[src/rtl/tdpl_pkg.sv]
package tdpl_pkg;

   localparam int SCHED_ENTRIES  = 40;
   localparam int SLOTS_PER_PLAN = 48;
   localparam int DAY_PLANS      = 16;
   localparam int SLOT_DEPTH     = DAY_PLANS * SLOTS_PER_PLAN;

   localparam int SCHED_AW = $clog2(SCHED_ENTRIES);
   localparam int SLOT_AW  = $clog2(SLOT_DEPTH);
   localparam int IDX_W    = 6;
   localparam int MIN_W    = 11;

   localparam int MINUTES_PER_HOUR = 60;
   localparam int MONTH_BITS       = 13;
   localparam int SUNDAY_BIT       = 7;

   typedef enum logic [1:0] {
      CMD_WR_SCHED = 2'd0,
      CMD_WR_SLOT  = 2'd1,
      CMD_QUERY    = 2'd2,
      CMD_CLEAR    = 2'd3
   } cmd_type;

   typedef struct packed {
      logic [4:0]  plan;
      logic [12:0] month_mask;
      logic [31:0] day_mask;
      logic [7:0]  week_mask;
   } sched_entry_type;

   typedef struct packed {
      logic [4:0] hour;
      logic [5:0] minute;
      logic [7:0] action;
   } slot_entry_type;

   typedef struct packed {
      logic clear;
      logic strobe;
   } slot_ctl_type;

   function automatic logic [MIN_W-1:0] minute_of_day(logic [4:0] hour, logic [5:0] minute);
      return MIN_W'(hour) * MIN_W'(MINUTES_PER_HOUR) + MIN_W'(minute);
   endfunction

   function automatic logic sched_match(sched_entry_type e, logic [3:0] month,
                                        logic [4:0] day, logic [2:0] wbit);
      logic month_hit;
      month_hit = (month < 4'(MONTH_BITS)) && e.month_mask[month];
      return (month_hit && e.day_mask[day]) || e.week_mask[wbit];
   endfunction

   function automatic logic [SLOT_AW-1:0] slot_addr(logic [4:0] plan, logic [IDX_W-1:0] idx);
      return SLOT_AW'(plan - 5'd1) * SLOT_AW'(SLOTS_PER_PLAN) + SLOT_AW'(idx);
   endfunction

endpackage

[src/rtl/tdpl_slot_sel.sv]
module tdpl_slot_sel (
   input  logic                         clock,
   input  logic                         reset,
   input  tdpl_pkg::slot_ctl_type       ctl,
   input  logic [tdpl_pkg::MIN_W-1:0]   cur_min,
   input  tdpl_pkg::slot_entry_type     entry,
   output logic                         hit,
   output logic [7:0]                   sel_action
);

   logic                       have_past_ff, have_past_in;
   logic [tdpl_pkg::MIN_W-1:0] past_start_ff, past_start_in;
   logic [7:0]                 past_action_ff, past_action_in;
   logic                       have_any_ff, have_any_in;
   logic [tdpl_pkg::MIN_W-1:0] latest_start_ff, latest_start_in;
   logic [7:0]                 latest_action_ff, latest_action_in;

   logic [tdpl_pkg::MIN_W-1:0] start;
   logic                       used;
   logic                       past_upd;
   logic                       latest_upd;

   always_comb begin
      start = tdpl_pkg::minute_of_day(entry.hour, entry.minute);
      used  = ctl.strobe && (entry.action != 8'd0);
      hit   = used && (start == cur_min);
      // latest start below the current minute is the smallest gap; strict compare keeps lowest index
      past_upd   = used && (start < cur_min) && (!have_past_ff || start > past_start_ff);
      latest_upd = used && (!have_any_ff || start > latest_start_ff);

      have_past_in     = have_past_ff;
      past_start_in    = past_start_ff;
      past_action_in   = past_action_ff;
      have_any_in      = have_any_ff;
      latest_start_in  = latest_start_ff;
      latest_action_in = latest_action_ff;

      if (ctl.clear) begin
         have_past_in = 1'b0;
         have_any_in  = 1'b0;
      end else begin
         if (past_upd) begin
            have_past_in   = 1'b1;
            past_start_in  = start;
            past_action_in = entry.action;
         end
         if (latest_upd) begin
            have_any_in      = 1'b1;
            latest_start_in  = start;
            latest_action_in = entry.action;
         end
      end

      if (have_past_ff) begin
         sel_action = past_action_ff;
      end else if (have_any_ff) begin
         sel_action = latest_action_ff;
      end else begin
         sel_action = 8'd0;
      end
   end

   always_ff @(posedge clock) begin
      if (reset) begin
         have_past_ff <= 1'b0;
         have_any_ff  <= 1'b0;
      end else begin
         have_past_ff <= have_past_in;
         have_any_ff  <= have_any_in;
      end
      past_start_ff    <= past_start_in;
      past_action_ff   <= past_action_in;
      latest_start_ff  <= latest_start_in;
      latest_action_ff <= latest_action_in;
   end

endmodule

[config.mk]
export PLATFORM = sky130hd
export DESIGN_NAME = tdpl_slot_sel
export DESIGN_NICKNAME = d
export VERILOG_FILES = /design/src/rtl/tdpl_pkg.sv /design/src/rtl/tdpl_slot_sel.sv
export SDC_FILE = /design/constraint.sdc
export NUM_CORES = 1
export LEC_CHECK = 0
export ABC_CLOCK_PERIOD_IN_PS = 6830
export BUFFER_PORTS_ARGS = -buffer_cell sky130_fd_sc_hd__buf_2
export CELL_PAD_IN_SITES_DETAIL_PLACEMENT = 1
export CELL_PAD_IN_SITES_GLOBAL_PLACEMENT = 1
export CORE_AREA = 4 4 66 114
export DETAILED_ROUTE_END_ITERATION = 6
export DIE_AREA = 0 0 70 118
export GPL_ROUTABILITY_DRIVEN = 0
export HOLD_SLACK_MARGIN = 0.03
export PLACE_DENSITY = 0.82
export SYNTH_ARGS = -nofsm -noshare
export SYNTH_HDL_FRONTEND = slang
export SYNTH_SLANG_ARGS = --single-unit
[constraint.sdc]
create_clock -name clock -period 6.83 [get_ports clock]
set_clock_uncertainty 0.1 [all_clocks]
set_input_delay 0.683 -clock clock [delete_from_list [all_inputs] [get_ports clock]]
set_output_delay 0.683 -clock clock [all_outputs]
set_load 0.01 [all_outputs]
# [Word-level counts from Yosys, hierarchy flattened]
# Index checks and enable logic that the tools add are counted.
[op_classes] addsub=1 mul=1 magnitude_cmp=3 n_eq_ne=1 n_mux=2 bitwise=1 reduce_logical=13
[ops] op="$gt A11 B11 Y1" n=2
[ops] op="$mux W8" n=2
[ops] op="$add A11 B6 Y11" n=1
[ops] op="$eq A11 B11 Y1" n=1
[ops] op="$lt A11 B11 Y1" n=1
[ops] op="$mul A5 B4 Y9 const B" n=1
[ops] op="$reduce_bool A8 Y1" n=1
[ops] op="$logic_and A1 B1 Y1" n=5
[ops] op="$reduce_and A2 Y1" n=2
[ops] op="$logic_not A1 Y1" n=2
[ops] op="$logic_or A1 B1 Y1" n=2
[ops] op="$reduce_or A2 Y1" n=1
[ops] op="$not A1 Y1" n=1
[word_totals] ff_bits=40 output_inout_bits=9

# [Depth between registers and ports, before layout]
[depth] word_depth=6 ltp_mapped=17 depth_no_buf=17

# [Worst setup path after synthesis]
# OpenSTA, ideal clock, no wires.
[synth_path] path_kind="input-to-reg" start="input port entry[17] (netlist bit)" end="register latest_action_ff[0], enable pin" arrival_time_ns=4.609 required_ns=6.353 slack_ns=1.744 cell_stages=16 path_buffers=0 path_cell_list="inv_1 > fa_1 > fa_1 > inv_1 > ha_1 > nor2b_4 > o311a_1 > or4b_4 > o311ai_2 > xnor2_1 > ha_1 > nand4_1 > nor2_1 > o21ai_0 > o2111ai_1 > and3_1"
[synth_between] elab_chain_cells=6
[synth_lines] item="start: declaration" line="tdpl_slot_sel.sv:6" rtl="input tdpl_pkg::slot_entry_type entry,"
[synth_lines] item="$mul A5 B4 Y9" line="tdpl_pkg.sv:43" rtl="return MIN_W'(hour) * MIN_W'(MINUTES_PER_HOUR) + MIN_W'(minute);"
[synth_lines] item="$add A11 B6 Y11" line="tdpl_pkg.sv:43"
[synth_lines] item="net start, one bit" line="tdpl_slot_sel.sv:18" rtl="logic [tdpl_pkg::MIN_W-1:0] start;"
[synth_lines] item="$gt A11 B11 Y1" line="tdpl_slot_sel.sv:29" rtl="latest_upd = used && (!have_any_ff || start > latest_start_ff);"
[synth_lines] item="$logic_or A1 B1 Y1" line="tdpl_slot_sel.sv:29"
[synth_lines] item="$logic_and A1 B1 Y1" line="tdpl_slot_sel.sv:29"
[synth_lines] item="$reduce_and A2 Y1 (no source line)"
[synth_lines] item="end signal: assignment" line="tdpl_slot_sel.sv:74" rtl="latest_action_ff <= latest_action_in;"
[synth_lines] item="end: declaration" line="tdpl_slot_sel.sv:16" rtl="logic [7:0] latest_action_ff, latest_action_in;"
# The timed path passes the listed nets, and every way through them passes these cells.
# A chain may end at the register's enable or synchronous reset.

# [Final worst setup path]
[layout_path] start="input port entry[14] (netlist bit)" end="register past_start_ff[3] (netlist bit), enable pin"
[layout_between] elab_chain_cells=6
[layout_lines] item="$mul A5 B4 Y9 (*)" line="tdpl_pkg.sv:43"
[layout_lines] item="$add A11 B6 Y11 (*)" line="tdpl_pkg.sv:43"
[layout_lines] item="net start, one bit" line="tdpl_slot_sel.sv:18"
[layout_lines] item="$lt A11 B11 Y1 or $gt A11 B11 Y1 (tied branches)" line="tdpl_slot_sel.sv:28" rtl="past_upd = used && (start < cur_min) && (!have_past_ff || start > past_start_ff);"
[layout_lines] item="$logic_and A1 B1 Y1 or $logic_or A1 B1 Y1 (tied branches)" line="tdpl_slot_sel.sv:28"
[layout_lines] item="$logic_and A1 B1 Y1 (*)" line="tdpl_slot_sel.sv:28"
[layout_lines] item="$reduce_and A2 Y1 (no source line) (*)"
[layout_lines] item="end signal: assignment" line="tdpl_slot_sel.sv:71" rtl="past_start_ff <= past_start_in;"
[layout_lines] item="end: declaration" line="tdpl_slot_sel.sv:12" rtl="logic [tdpl_pkg::MIN_W-1:0] past_start_ff, past_start_in;"
# The timed path passes the listed nets; every way through them passes the cells marked *.

==> flow_metrics.tcl <==
set metrics [dict create \
    critical_path_required_ps 6640 \
    cts_setup_buffers 0 \
    timing.critical_path.to_type "flop" \
    final_min_period_ps 5690 \
    synth-async-reset-ratio_pct 0 \
    syn_nets 357 \
    area_growth_syn_to_layout_pct 17.0 \
    numClockSinks 40 \
    layout_worst_path_cycle_share_pct 83.3 \
    fmax_mhz 176 \
    critical_path_arrival_ps 5500 \
    outcome "finished, final reports clean" \
    globalRouteTotalUtil_pct 17.1 \
    post_synth_most_frequent_cells "inv_1 (58), ha_1 (49), edfxtp_1 (38)" \
    worst-setup-path-type "input port to flop" \
    worst-slew-pin-transition_ps 968 \
    cts.root.buffer_cell "clkbuf_16" \
    number_of_detailed_routing_iterations_run_before_antenna_repair 4 \
    tritoncts.num_buffers 5 \
    cts_hold_buf 0 \
    maxCapViolations 0 \
    yosys-top-cells-area "edfxtp_1 (39%), ha_1 (21%), inv_1 (7.5%)" \
    ios 43 \
    die_y_extent_um 118 \
    nNetsFinal 407 \
    number_of_library_cell_types_mapped_by_synthesis 41 \
    gr-usage-met2_pct 33.8 \
    insertion_delay_ps 290 \
    detailed_router_s_first_iteration_violation_count 103 \
    power.static_leakage_nw 1.59 \
    hpwlAfterDp_mm 5.54 \
    vias_per_cell 5.27 \
    grt.met1_usage_pct 16.7 \
    initial_core_util_pct 44.4 \
    die_area_sq_um 8260 \
    setup_viol_count_final 0 \
    finalHoldViolations 0 \
    path_cells "buf_2 > fa_1 > inv_1 > fa_1 > fa_1 > inv_1 > ha_1 > o21ai_0 > a21boi_0 > nand4_1 > xnor2_1 > ha_1 > a21oi_1 > o21ai_0 > nor2_1 > o2111a_1" \
    cpPeakStageDelay_ps 840 \
    yosys.area.top_type_share_pct 39.3 \
    cts_max_path_buffers 2 \
    fin_setup_tns_ps 0 \
    synth_most_common_cell "inv_1" \
    die_w_um 70 \
    timing.critical_path.to "past_start_ff[3]$_DFFE_PP_" \
    grt_start_max_net_pins 20 \
    worstSetupPathDepth 16 \
    critical_path.slowest_cell "o2111a_1" \
    busiest_layer "met2" \
    finalPower_mw 1.07 \
    antenna_violating_nets_left 0 \
    synth_flop_cell "edfxtp_1" \
    route.final.wire_length_mm 6.64 \
    pwr_density_cell_nw_per_um2 316 \
    groute.layer.met3.usage_pct 2.48 \
    port_buffers 42 \
    combined_area_of_the_multi_input_logic_cells_sq_um 1500 \
    cts-resized-gates 0 \
    synthesis_warnings 0 \
    timing.critical_path.buf_inv 3 \
    r2r.worst_path.cells 7 \
    mappedNetlistArea_sq_um 2900 \
    area_taken_by_flip_flops_and_latches_sq_um 1180 \
    rows 39 \
    crit_fanout 19 \
    grt_pass1_wl_mm 10.9 \
    postSynthCellCount 266 \
    synth_enable_flop_cells 38 \
    cts_tree "done" \
    clk_pin_slew_ps 60 \
    hold_path.class "input port to flop" \
    insertedDiodeCount 0 \
    worst_r2r_startpoint "past_start_ff[1]$_DFFE_PP_" \
    slew-limit-headroom_pct 35.5 \
    unrepaired_setup_endpoints_after_global_routing "no" \
    routed-via-count 2101 \
    first_global_vias 2341 \
    drt-wirelength-per-cell_um 16.6 \
    synth_seq_cells 40 \
    number_of_h_tree_levels 2 \
    avgSynthCellArea_sq_um 10.9 \
    synth_area_leader_cell "edfxtp_1" \
    worst_setup_path_startpoint "entry[14]" \
    seq_area_frac_synth_pct 40.7 \
    vdd.ir_drop.worst_uv 128 \
    route.detailed.drc 0 \
    initial_antenna_violation_count 0 \
    final.fill_count 731 \
    maxSlewViolCount 0 \
    grt_remaining_overflow 0 \
    worst_r2r_endpoint "past_start_ff[3]$_DFFE_PP_" \
    fp.coreArea_sq_um 6540 \
    layout-drive-gt1-share_pct 18.0 \
    crit_family "adder cells" \
    timing.critical_path.mode_cell "fa_1" \
    r2r_setup_slack_ps 4330 \
    cp-start-kind "input port" \
]
[layer usage]
layer,vias to the layer above,wire (um)
li1,1041,-
met1,1016,2410
met2,38,3880
met3,6,205
met4,0,142
met5,-,0
[state kept, by name, summed over array words and instances (netlist names)]
| name | count |
|---|---|
| past_action_ff | 8 |
| have_past_ff | 1 |
| latest_action_ff | 8 |
| latest_start_ff | 11 |
| past_start_ff | 11 |
| have_any_ff | 1 |
[final cells by class]
type / count / share of cell area [%]
tap: 82 / 3.02
multi-input combinational: 167 / 44.2
clock buffer: 5 / 3.69
timing repair buffer: 44 / 6.64
inverter: 58 / 6.42
clock inverter: 3 / 1.25
sequential: 40 / 34.8
[cells in the final DEF (no fill, tap or decap), types with 2 or more instances in the layout]
master,instances
inv_1,58
nor2b_1,7
or4_1,2
a21boi_0,2
edfxtp_1,38
nand4_1,8
buf_4,2
ha_1,49
fa_1,8
nand3b_1,3
nand3_1,2
a21oi_1,13
nor2_1,10
a21o_1,2
a22o_1,9
clkbuf_16,5
nor3b_1,2
o21ai_0,12
xnor2_1,8
dfxtp_1,2
nor4_1,2
buf_2,42
nand2_1,7
o21a_1,2
[how the worst min path moves through the flow]
stage                                     to                      from  cells after the start  slack (ps)
6_report       latest_action_ff[1]$_DFFE_PP_                  entry[1]                      1         490
3_3_place_gp        have_any_ff$_SDFFE_PP0P_  have_any_ff$_SDFFE_PP0P_                      2         450
3_5_place_dp        have_any_ff$_SDFFE_PP0P_  have_any_ff$_SDFFE_PP0P_                      2         470
5_1_grt        latest_action_ff[3]$_DFFE_PP_                  entry[3]                      1         490
2_1_floorplan       have_any_ff$_SDFFE_PP0P_  have_any_ff$_SDFFE_PP0P_                      2         370
4_1_cts        latest_action_ff[1]$_DFFE_PP_                  entry[1]                      1         490
[per-stage QoR]
step                      instances  util [%]  cell area, sq um  setup slack, ps  hold WS (ps)
after global placement          391      49.3              3220              981           445
after global routing            399      51.9              3390              687           490
after floorplan                 266         -              2900             1740           372
after detailed placement        391      49.3              3220              735           470
final                           399      51.9              3390             1140           492
after CTS                       399      51.9              3390             1040           488
[report_power, final]
part	switching, mW	internal (mW)
clock network	0.0977	0.172
registers	0.0122	0.328
logic	0.275	0.188
[cells by family after synthesis]
logic type	count (synthesis)	synth area share, %
AOI/OAI and AO/OA	51	12.1
xor gates and xnor gates	8	2.42
adders and majority gates	57	26.7
buffers and inverters	59	7.64
DFF	40	40.7
muxes	1	0.345
and+or+nand+nor	50	10.1
No activity file was read; power rests on OpenSTA's default activity.
