--- src/rtl/tdpl_ram.sv ---
module tdpl_ram #(
   parameter int Width = 8,
   parameter int Depth = 16,
   localparam int AddrWidth = $clog2(Depth)
) (
   input  logic                 clock,
   input  logic                 wr_en,
   input  logic [AddrWidth-1:0] wr_addr,
   input  logic [Width-1:0]     wr_data,
   input  logic                 rd_en,
   input  logic [AddrWidth-1:0] rd_addr,
   output logic [Width-1:0]     rd_data
);

   logic [Width-1:0] mem_ff [Depth];
   logic [Width-1:0] rd_data_ff;

   always_ff @(posedge clock) begin
      if (wr_en) begin
         mem_ff[wr_addr] <= wr_data;
      end
      if (rd_en) begin
         rd_data_ff <= mem_ff[rd_addr];
      end
   end

   assign rd_data = rd_data_ff;

endmodule

--- config.mk ---
export PLATFORM = sky130hd
export DESIGN_NAME = tdpl_ram
export DESIGN_NICKNAME = d
export VERILOG_FILES = /design/src/rtl/tdpl_ram.sv
export SDC_FILE = /design/constraint.sdc
export NUM_CORES = 1
export LEC_CHECK = 0
export ABC_AREA = 1
export BUFFER_PORTS_ARGS = -buffer_cell sky130_fd_sc_hd__buf_2
export CAP_MARGIN = 5
export CORE_ASPECT_RATIO = 0.9
export CORE_MARGIN = 4
export CORE_UTILIZATION = 32
export DETAILED_ROUTE_END_ITERATION = 10
export SLEW_MARGIN = 40
export SYNTH_ARGS = -nofsm -noshare
export SYNTH_HDL_FRONTEND = slang
export SYNTH_SLANG_ARGS = --single-unit
--- constraint.sdc ---
create_clock -name clock -period 1.9 [get_ports clock]
set_clock_uncertainty 0.2 [all_clocks]
set_input_delay 0.38 -clock clock [delete_from_list [all_inputs] [get_ports clock]]
set_output_delay 0.38 -clock clock [all_outputs]
set_load 0.1 [all_outputs]
# ---- Yosys cells after proc, flatten, opt, wreduce, memory -nomap -nowiden
# Memories as Yosys holds them, arrays and structs flattened. A register that Yosys moved wholly into a read port is not among the register bits.
# Index checks and enable logic that the tools add are counted.
dict set report op_classes {
  mux 2
}
# cell count
set ops {}
lappend ops {{two-way mux 1 bit} 2}
dict set report word_totals {
  ff_bits 0
  ramBits 128
  inputBits 19
  out_inout_bits 8
  wordCells 3
  n_memories 1
}
# memory words word_bits read_ports rd_clocked_by_memory_dff write_ports line_no
set memory_table {}
lappend memory_table {mem_ff 16 8 1 1 1 15} ;# logic [Width-1:0] mem_ff [Depth];

# ---- Longest topological paths before layout
# Gate-level depths: netlist of run 1.
dict set report depth {
  word_depth 2
  ltp_mapped 8
}

# ---- Worst setup path after synthesis of run 1
# Ideal clock, no wire load.
dict set report synth_timing {
  path_kind {input to register}
  start {in wr_addr[2]}
  end {mem mem_ff[10][0], enable pin}
  setup_time_ns 0.370
  arrival_time_ns 0.961
  t_required_ns 1.330
  setup_slack_ns 0.369
  path_stages 2
  n_path_buf 0
  cell_sequence {nand3b_1 > nor2_1}
}
# item line_no
set synth_lines {}
lappend synth_lines {{start, declared} 8} ;# input logic [AddrWidth-1:0] wr_addr,
lappend synth_lines {{end, declared} 15}
# No word-level cell before the write port.

# ---- Final worst setup path of run 1
dict set report layout_timing {
  start {reg rd_data_ff[6] (netlist: rd_data[6]), read port of mem_ff}
  end {out rd_data[6]}
}
# item line_no
set layout_lines {}
lappend layout_lines {{start, declared} 16} ;# logic [Width-1:0] rd_data_ff;
lappend layout_lines {{end, declared} 12} ;# output logic [Width-1:0] rd_data
# No word-level cell between the ends.

==> impl_results.md, run 1 <==
* Placeable Area at 17800 um2
* Chip Width at 150 um
* Count of maximum capacitance violations at 0
* Final-layout setup total negative slack at 0 ps
* Worst setup SP type: flop
* Number of design-rule violations left by the first detailed-router iteration at 335
* Fraction of power consumed by the clock network at ~46%
* Fraction of layout cells with a size suffix above 1 at 14.1%
* Overall die height at 136 um
* Total routing usage reported by global routing at between 10% and 20%
* NumNets Final at 618
* Largest stage delay on the critical path at between 400 and 500 ps
* Worst endpoint data arrival time at 1270 ps
* Crit path required time at 1320 ps
* Count of TritonRoute iterations in the first routing pass at 5
* Mean cell area of the mapped netlist at 10.6 um2
* Routability cong. at 0.794
* Overflow after GRT at 0
* Vias per Instance at around 4.5
* Largest net degree at the start of global routing at 33
* Min-Delay Path Depth at 1
* P_leak at between 0.002 and 0.003 uW
* Shortest clock period the worst path allows after layout at 1850 ps
* Number of antenna violations at the first check in global routing at 0
* Most frequent standard cell in the layout excluding fill and tap cells: nand2_1
* Max_slew headroom at about three fifths
* Antenna diode count at 0
* I/O pins at 27
* Deepest clock path buffer count at 2
* Switching share of power at 22.9%
* Combinational share of power at roughly 7.1%
* Final setup violation count at 0
* Initial Utilization at 32.9%
* Sequential Power Share at 47.0%
* Run status: completed
* Clock sink total at 136
* Drt drc at 0
* Final Routed Wirelength at approximately 13000 um
* Worst-case reg-to-reg path depth at 6
* Final-report hold violation count at 0
* Family with the most delay on the worst path: buffers and inverters
* Cts repair resizes at 0
* Cell area after synthesis at 5850 um2
* Stages on worst setup path at 1
* Critical path peak fanout at 1
* Cell variety after synth at 11
* Area grow syn2layout at 18.7%
* Root cell of the clock tree: clkbuf_16
* Die footprint at slightly above 20000 um2
* Number of buffers added to fix hold violations after cts at 0
* Number of port buffers at 26
* Path class of the lowest-slack min-delay path: input port to flop
* Wire length per cell at 15.5 um
* Power density over the cells at 1040 nW/um2
* Slowest stage cell on the critical path: buf_2
* Number of synthesis warnings at 0
* Buffers plus inverters on the worst setup path at 1
* Critical path, cell by cell: buf_2
* Setup repair after global routing missed its margin: false
* Share of synthesized area occupied by flip-flops and latches at 69.8%
* Commonest cells after routing, fill and taps aside: nand2_1 (173), edfxtp_1 (136), inv_1 (100)
* Post-CTS Setup Bufs at 0
* Worst-case vdd ir drop at ~550 uV
* Post-synth net total at 570
* Number of instances in the synthesized netlist at 551
* CTS tree: done
* Count of final max-slew check failures at 0
* Final period util at 97.5%
* Via count at 3866
* Clock H-tree levels at 4
* Clock buffers created by TritonCTS at 17
* Count of nets left with antenna violations after detail routing at 0
* Cell-internal power at ~5600 uW
* Worst Setup Path Type: flop to primary output
* Post-CTS clock slew at the launch and capture registers of the worst setup and hold paths at 60 ps
* First-pass GRT wire length at approximately 21000 um
* Critical Path End Type: primary output
* Clk Latency, worst-skew pair at a little over 400 ps
* Actual slew at the worst max-slew pin at between 500 and 600 ps
* Achievable clock frequency at 0.540 GHz
* DP HPWL at a little under 9000 um
* Vias in the first global route at approximately 3800
* Switching pwr at 1650 uW
* Flops & latches, synth at ~140
* Final-layout worst hold slack at between 150 and 200 ps
* Row count at 46
-- cell families after synthesis --
logic type,after synthesis,share of synthesized area (%)
buf+inv,126,9.39
flops,136,69.8
simple gates,289,20.8
-- layout make-up --
class                   count  area (um2)
well taps                 240         300
clock buffers              18         429
inverters                 102         383
fillers                  1674       10800
flip-flops and latches    136        4080
multi-input cells         289        1210
clock inverters            14         173
repair buffers             53         360
-- synth_stat cells --
cell type | count | area, um2
buf_1 | 1 | 3.75
buf_4 | 4 | 30.0
nand3_1 | 97 | 485
buf_2 | 13 | 65.1
nand2_1 | 173 | 649
inv_1 | 100 | 375
nand3b_1 | 2 | 15.0
edfxtp_1 | 136 | 4080
inv_2 | 2 | 7.51
buf_6 | 6 | 67.6
nor2_1 | 17 | 63.8
-- layer usage --
| layer | vias up | wire, um | track usage (%) |
|---|---|---|---|
| met4 | 0 | 178 | 4.83 |
| met1 | 1861 | 6440 | 19.6 |
| met3 | 14 | 793 | 3.47 |
| li1 | 1874 | - | - |
| met2 | 117 | 5770 | 19.7 |
| met5 | - | 0 | 0 |
-- flip-flops by register name, indices dropped and copies added, names as in the netlist --
| register | cells |
|---|---|
| rd_data | 8 |
| mem_ff | 128 |
-- power groups by stage --
| stage | registers [uW] | logic, uW | clock network [uW] |
|---|---|---|---|
| after floorplan | 3560 | 237 | 0 |
| after global placement | 3460 | 506 | 0 |
| after global routing | 3400 | 561 | 3510 |
| after detailed placement | 3460 | 512 | 0 |
| final | 3400 | 512 | 3320 |
| after CTS | 3400 | 513 | 3380 |
-- worst paths after layout --
check                 from             to  slack, ps
max             rd_data[6]     rd_data[6]         50
min             wr_data[4]  mem_ff[14][4]        160
max reg2reg   mem_ff[1][5]     rd_data[5]        570
min reg2reg  mem_ff[10][6]     rd_data[6]        550
-- metrics by stage --
stage | utilization [%] | setup slack, ps | instances | cell area (um2) | total power [uW]
2_1_floorplan | - | 369 | 551 | 5850 | 3800
4_1_cts | 39.0 | 25.9 | 852 | 6940 | 7290
6_report | 39.0 | 47.2 | 852 | 6940 | 7240
3_5_place_dp | 35.6 | 110 | 820 | 6340 | 3980
5_1_grt | 39.0 | 12.6 | 852 | 6940 | 7480
3_3_place_gp | 35.6 | 96.5 | 820 | 6340 | 3970
Power figures use the tool's default switching activity.
==> run 2: changes to the inputs <==
--- a/config.mk
+++ b/config.mk
@@ -8,10 +8,13 @@
 export ABC_AREA = 1
 export BUFFER_PORTS_ARGS = -buffer_cell sky130_fd_sc_hd__buf_2
 export CAP_MARGIN = 5
+export CELL_PAD_IN_SITES_DETAIL_PLACEMENT = 1
+export CELL_PAD_IN_SITES_GLOBAL_PLACEMENT = 1
 export CORE_ASPECT_RATIO = 0.9
 export CORE_MARGIN = 4
 export CORE_UTILIZATION = 32
 export DETAILED_ROUTE_END_ITERATION = 10
+export PLACE_DENSITY_LB_ADDON = 0.1
 export SLEW_MARGIN = 40
 export SYNTH_ARGS = -nofsm -noshare
 export SYNTH_HDL_FRONTEND = slang
==> impl_results.md, run 2 (synthesis gave the netlist of run 1 again) <==
* NumNets Final at 616
* Run status: completed
* Chip Width at 150 um
* Final-layout worst hold slack at 148 ps
* Overall die height at roughly 140 um
* Commonest cells after routing, fill and taps aside: nand2_1 (173), edfxtp_1 (136), inv_1 (100)
* Placeable Area at 17800 um2
* Post-CTS Setup Bufs at 0
* Path class of the lowest-slack min-delay path: input port to flop
* Critical path peak fanout at 1
* First-pass GRT wire length at 24700 um
* Root cell of the clock tree: clkbuf_16
* Fraction of layout cells with a size suffix above 1 at between 10% and 20%
* Max_slew headroom at 67.1%
* Largest stage delay on the critical path at ~450 ps
* Actual slew at the worst max-slew pin at 498 ps
* Drt drc at 0
* Clock buffers created by TritonCTS at 17
* Post-Layout Cell Count at approximately 850
* Overflow after GRT at 0
* Final-layout setup total negative slack at 0 ps
* Count of nets left with antenna violations after detail routing at 0
* Count of TritonRoute iterations in the first routing pass at 4
* Storage cell area at 4080 um2
* Final-report hold violation count at 0
* P_leak at approximately 0.0029 uW
* Post-CTS clock slew at the launch and capture registers of the worst setup and hold paths at 50 ps
* R2r startpoint: mem_ff[8][5]
* Final period util at between 90% and 100%
* Family with the most delay on the worst path: buffers and inverters
* Critical path, cell by cell: buf_2
* Wire length per cell at 18.8 um
* Crit path required time at 1320 ps
* Critical Path End Type: primary output
* Area grow syn2layout at 17.5%
* Clock sink total at between 100 and 150
* Row count at 46
* Routability cong. at 0.750
* Critical path launch point: rd_data[3]
* Slowest stage cell on the critical path: buf_2
* Via count at 3840
* Deepest clock path buffer count at 2
* Clk Latency, worst-skew pair at 420 ps
* Achievable clock frequency at 0.549 GHz
* Shortest clock period the worst path allows after layout at 1820 ps
* Largest net degree at the start of global routing at 65
* Buffers plus inverters on the worst setup path at 1
* Number of design-rule violations left by the first detailed-router iteration at 245
* Initial Utilization at 32.9%
* Most frequent standard cell in the layout excluding fill and tap cells: nand2_1
* Max FFs per register at 128
* Slack of the worst reg-to-reg path at 490 ps
* Count of maximum capacitance violations at 0
* Stages on worst setup path at 1
* Worst Setup Path Type: flop to primary output
* I/O pins at 27
* Final Routed Wirelength at 15900 um
* Power density over the cells at approximately 1000 nW/um2
* Die footprint at slightly above 20000 um2
* Endpoint of the most critical register-to-register path: rd_data[5]
* CTS tree: done
* Worst endpoint data arrival time at roughly 1200 ps
* Number of antenna violations at the first check in global routing at 0
* Vias in the first global route at approximately 4000
* Worst-case reg-to-reg path depth at 6
* Total routing usage reported by global routing at 16.7%
* Core occupancy in the finished layout at 38.6%
* Setup repair after global routing missed its margin: false
* Largest register by flop count: mem_ff
* Worst-case vdd ir drop at 618 uV
* Number of port buffers at 26
* Vias per Instance at between 4 and 5
* Final setup violation count at 0
* DP HPWL at 10000 um
* FILL cells at 1978
* Multi-input gate area at 1210 um2
* Count of final max-slew check failures at 0
* Number of buffers added to fix hold violations after cts at 0
* Worst setup path endpoint: rd_data[3]
* Worst setup SP type: flop
* Cts repair resizes at 0
* Clock H-tree levels at 4
* Placed Instances at 818
-- run 2: cell type report --
type                       count  share of cell area, %
sequential                   136                   59.5
multi-input combinational    289                   17.7
clock buffer                  18                   6.25
timing repair buffer          51                   5.72
inverter                     102                   5.57
tap                          240                   4.37
clock inverter                 9                  0.929
antenna                        1                 0.0364
-- run 2: per-layer routing --
metal	GRT usage, %	part of all wire [%]
met2	24.8	45
met5	0	0
met3	3.83	4.1
met1	24.4	50
met4	5.18	1.5
-- run 2: through the flow --
step | worst slack, ps | total power (uW) | instance area [um2]
after floorplan | 369 | 3800 | 5850
after global placement | 33.2 | 4020 | 6370
after detailed placement | 35.0 | 4030 | 6370
after CTS | 52.8 | 6890 | 6870
after global routing | 32.9 | 7090 | 6870
final | 77.6 | 6800 | 6870
-- run 2: power breakdown --
part / internal (uW) / total [uW] / switching [uW]
clock: 1720 / 2840 / 1120
combinational: 137 / 551 / 414
sequential: 3380 / 3400 / 20.8
-- run 2: worst min path at each step --
stage / start / endpoint / cells after the start
2_1_floorplan: wr_data[0] / mem_ff[0][0] / 0
4_1_cts: rd_en / rd_data[1] / 1
3_5_place_dp: mem_ff[6][2] / rd_data[2] / 6
6_report: rd_en / rd_data[1] / 1
3_3_place_gp: mem_ff[6][2] / rd_data[2] / 6
5_1_grt: rd_en / rd_data[1] / 1
==> run 3: changes to the inputs <==
--- a/config.mk
+++ b/config.mk
@@ -14,6 +14,7 @@
 export CORE_MARGIN = 4
 export CORE_UTILIZATION = 32
 export DETAILED_ROUTE_END_ITERATION = 10
+export MAX_ROUTING_LAYER = met4
 export PLACE_DENSITY_LB_ADDON = 0.1
 export SLEW_MARGIN = 40
 export SYNTH_ARGS = -nofsm -noshare
==> impl_results.md, run 3 (synthesis gave the netlist of run 1 again) <==
* Final-layout worst hold slack at 136 ps
* CTS tree: done
* Vias in the first global route at around 4100
* Worst endpoint data arrival time at around 1300 ps
* Slack of the worst reg-to-reg path at between 500 and 600 ps
* Combinational share of power at 7.7%
* Setup repair after global routing missed its margin: false
* Number of antenna violations at the first check in global routing at 1
* Count of nets left with antenna violations after detail routing at 0
* Largest net degree at the start of global routing at 46
* Max FFs per register at 128
* Sequential Power Share at 46.9%
* Placeable Area at between 15000 and 20000 um2
* Root cell of the clock tree: clkbuf_16
* Run status: completed
* Number of buffers added to fix hold violations after cts at 0
* Drt drc at 0
* Max_slew headroom at 66.7%
* Worst setup SP type: flop
* Shortest clock period the worst path allows after layout at 1840 ps
* Via count at 3909
* Total routing usage reported by global routing at 17.6%
* Clock H-tree levels at 4
* Most frequent standard cell in the layout excluding fill and tap cells: nand2_1
* Routability cong. at approximately 0.77
* Worst-case vdd ir drop at 633 uV
* Count of maximum capacitance violations at 0
* Clk Latency, worst-skew pair at roughly 420 ps
* Fraction of power consumed by the clock network at 45.4%
* Worst Setup Path Type: flop to primary output
* Crit path required time at 1320 ps
* Largest stage delay on the critical path at between 400 and 500 ps
* Switching share of power at 23.5%
* Stages on worst setup path at 1
* Buffers plus inverters on the worst setup path at 1
* Routed length on met3 at 610 um
* Worst setup path endpoint: rd_data[0]
* Clock sink total at 136
* Number of design-rule violations left by the first detailed-router iteration at 177
* DP HPWL at 10600 um
* DR top layer: met4
* Vias per Instance at 4.59
* Critical path, cell by cell: buf_2
* Antenna diode count at 0
* Final-layout setup total negative slack at 0 ps
* Met1 routed wirelength after detailed routing at 8180 um
* Post-CTS Setup Bufs at 0
* First-pass GRT wire length at 25100 um
* Switching pwr at 1710 uW
* Final Routed Wirelength at around 16000 um
* Critical path peak fanout at 1
* Row count at 46
* I/O pins at 27
* Initial Utilization at 32.9%
* Final period util at 96.7%
* P_leak at 0.00297 uW
* Path class of the lowest-slack min-delay path: input port to flop
* Cell-internal power at 5560 uW
* Power density over the cells at about 1000 nW/um2
* Count of TritonRoute iterations in the first routing pass at 4
* Family with the most delay on the worst path: buffers and inverters
* Commonest cells after routing, fill and taps aside: nand2_1 (173), edfxtp_1 (136), inv_1 (100)
* Worst-case reg-to-reg path depth at 6
* Chip Width at 150 um
* Overflow after GRT at 0
* Area grow syn2layout at 19.2%
* Min-Delay Path Depth at 1
* Actual slew at the worst max-slew pin at 504 ps
* Detailed route wirelength on metal2 at 7450 um
* Post-CTS clock slew at the launch and capture registers of the worst setup and hold paths at 60 ps
* Achievable clock frequency at 0.544 GHz
* Final setup violation count at 0
* Count of final max-slew check failures at 0
* Wire length per cell at 19.2 um
* Die footprint at 20500 um2
* R2r startpoint: mem_ff[6][3]
* Critical path launch point: rd_data[0]
* Final-report hold violation count at 0
* Critical Path End Type: primary output
* Overall die height at ~140 um
* Largest register by flop count: mem_ff
* Number of port buffers at 26
* Deepest clock path buffer count at 2
* Endpoint of the most critical register-to-register path: rd_data[3]
* Clock buffers created by TritonCTS at 17
* Fraction of layout cells with a size suffix above 1 at 13.7%
* NumNets Final at 618
* Slowest stage cell on the critical path: buf_2
run 3: metal layers:
layer  track usage (%)  up-vias
met5                 -        -
met3              3.50       10
met4              4.98        0
met2              26.2       61
li1                  -     1879
met1              24.7     1959
run 3: worst min path at each step:
stage	endpoint	startpoint
finish	rd_data[1]	rd_en
global route	rd_data[1]	rd_en
CTS	rd_data[1]	rd_en
detailed placement	rd_data[1]	mem_ff[2][1]
global placement	rd_data[3]	mem_ff[10][3]
floorplan	mem_ff[0][0]	wr_data[0]
run 3: timing repair:
item	4_1_cts	5_1_grt
endpoints found under the hold margin	0	0
setup endpoints to repair	0	2
gates resized for setup	0	2
run 3: final cells by class:
class	instances	area, um2
Timing Repair Buffer	53	400
Clock inverter	15	160
Fill cell	1968	10800
Sequential cell	136	4080
Tap cell	240	300
Inverter	102	383
Clock buffer	17	425
Multi-Input combinational cell	289	1210
run 3: power by group through the flow:
stage          clock network, uW  registers, uW  logic (uW)
2_1_floorplan                  0           3560         237
3_3_place_gp                   0           3470         562
3_5_place_dp                   0           3470         568
4_1_cts                     3390           3400         570
5_1_grt                     3520           3410         612
6_report                    3300           3400         558
run 3: metrics by stage:
stage	instances	instance area, um2	utilization (%)	setup WS, ps	total power (uW)
2_1_floorplan	551	5850	-	369	3800
3_3_place_gp	820	6380	35.9	-59.6	4030
3_5_place_dp	820	6380	35.9	-53.1	4040
4_1_cts	852	6960	39.1	9.37	7360
5_1_grt	852	6970	39.2	28.3	7540
6_report	852	6970	39.2	62.5	7260
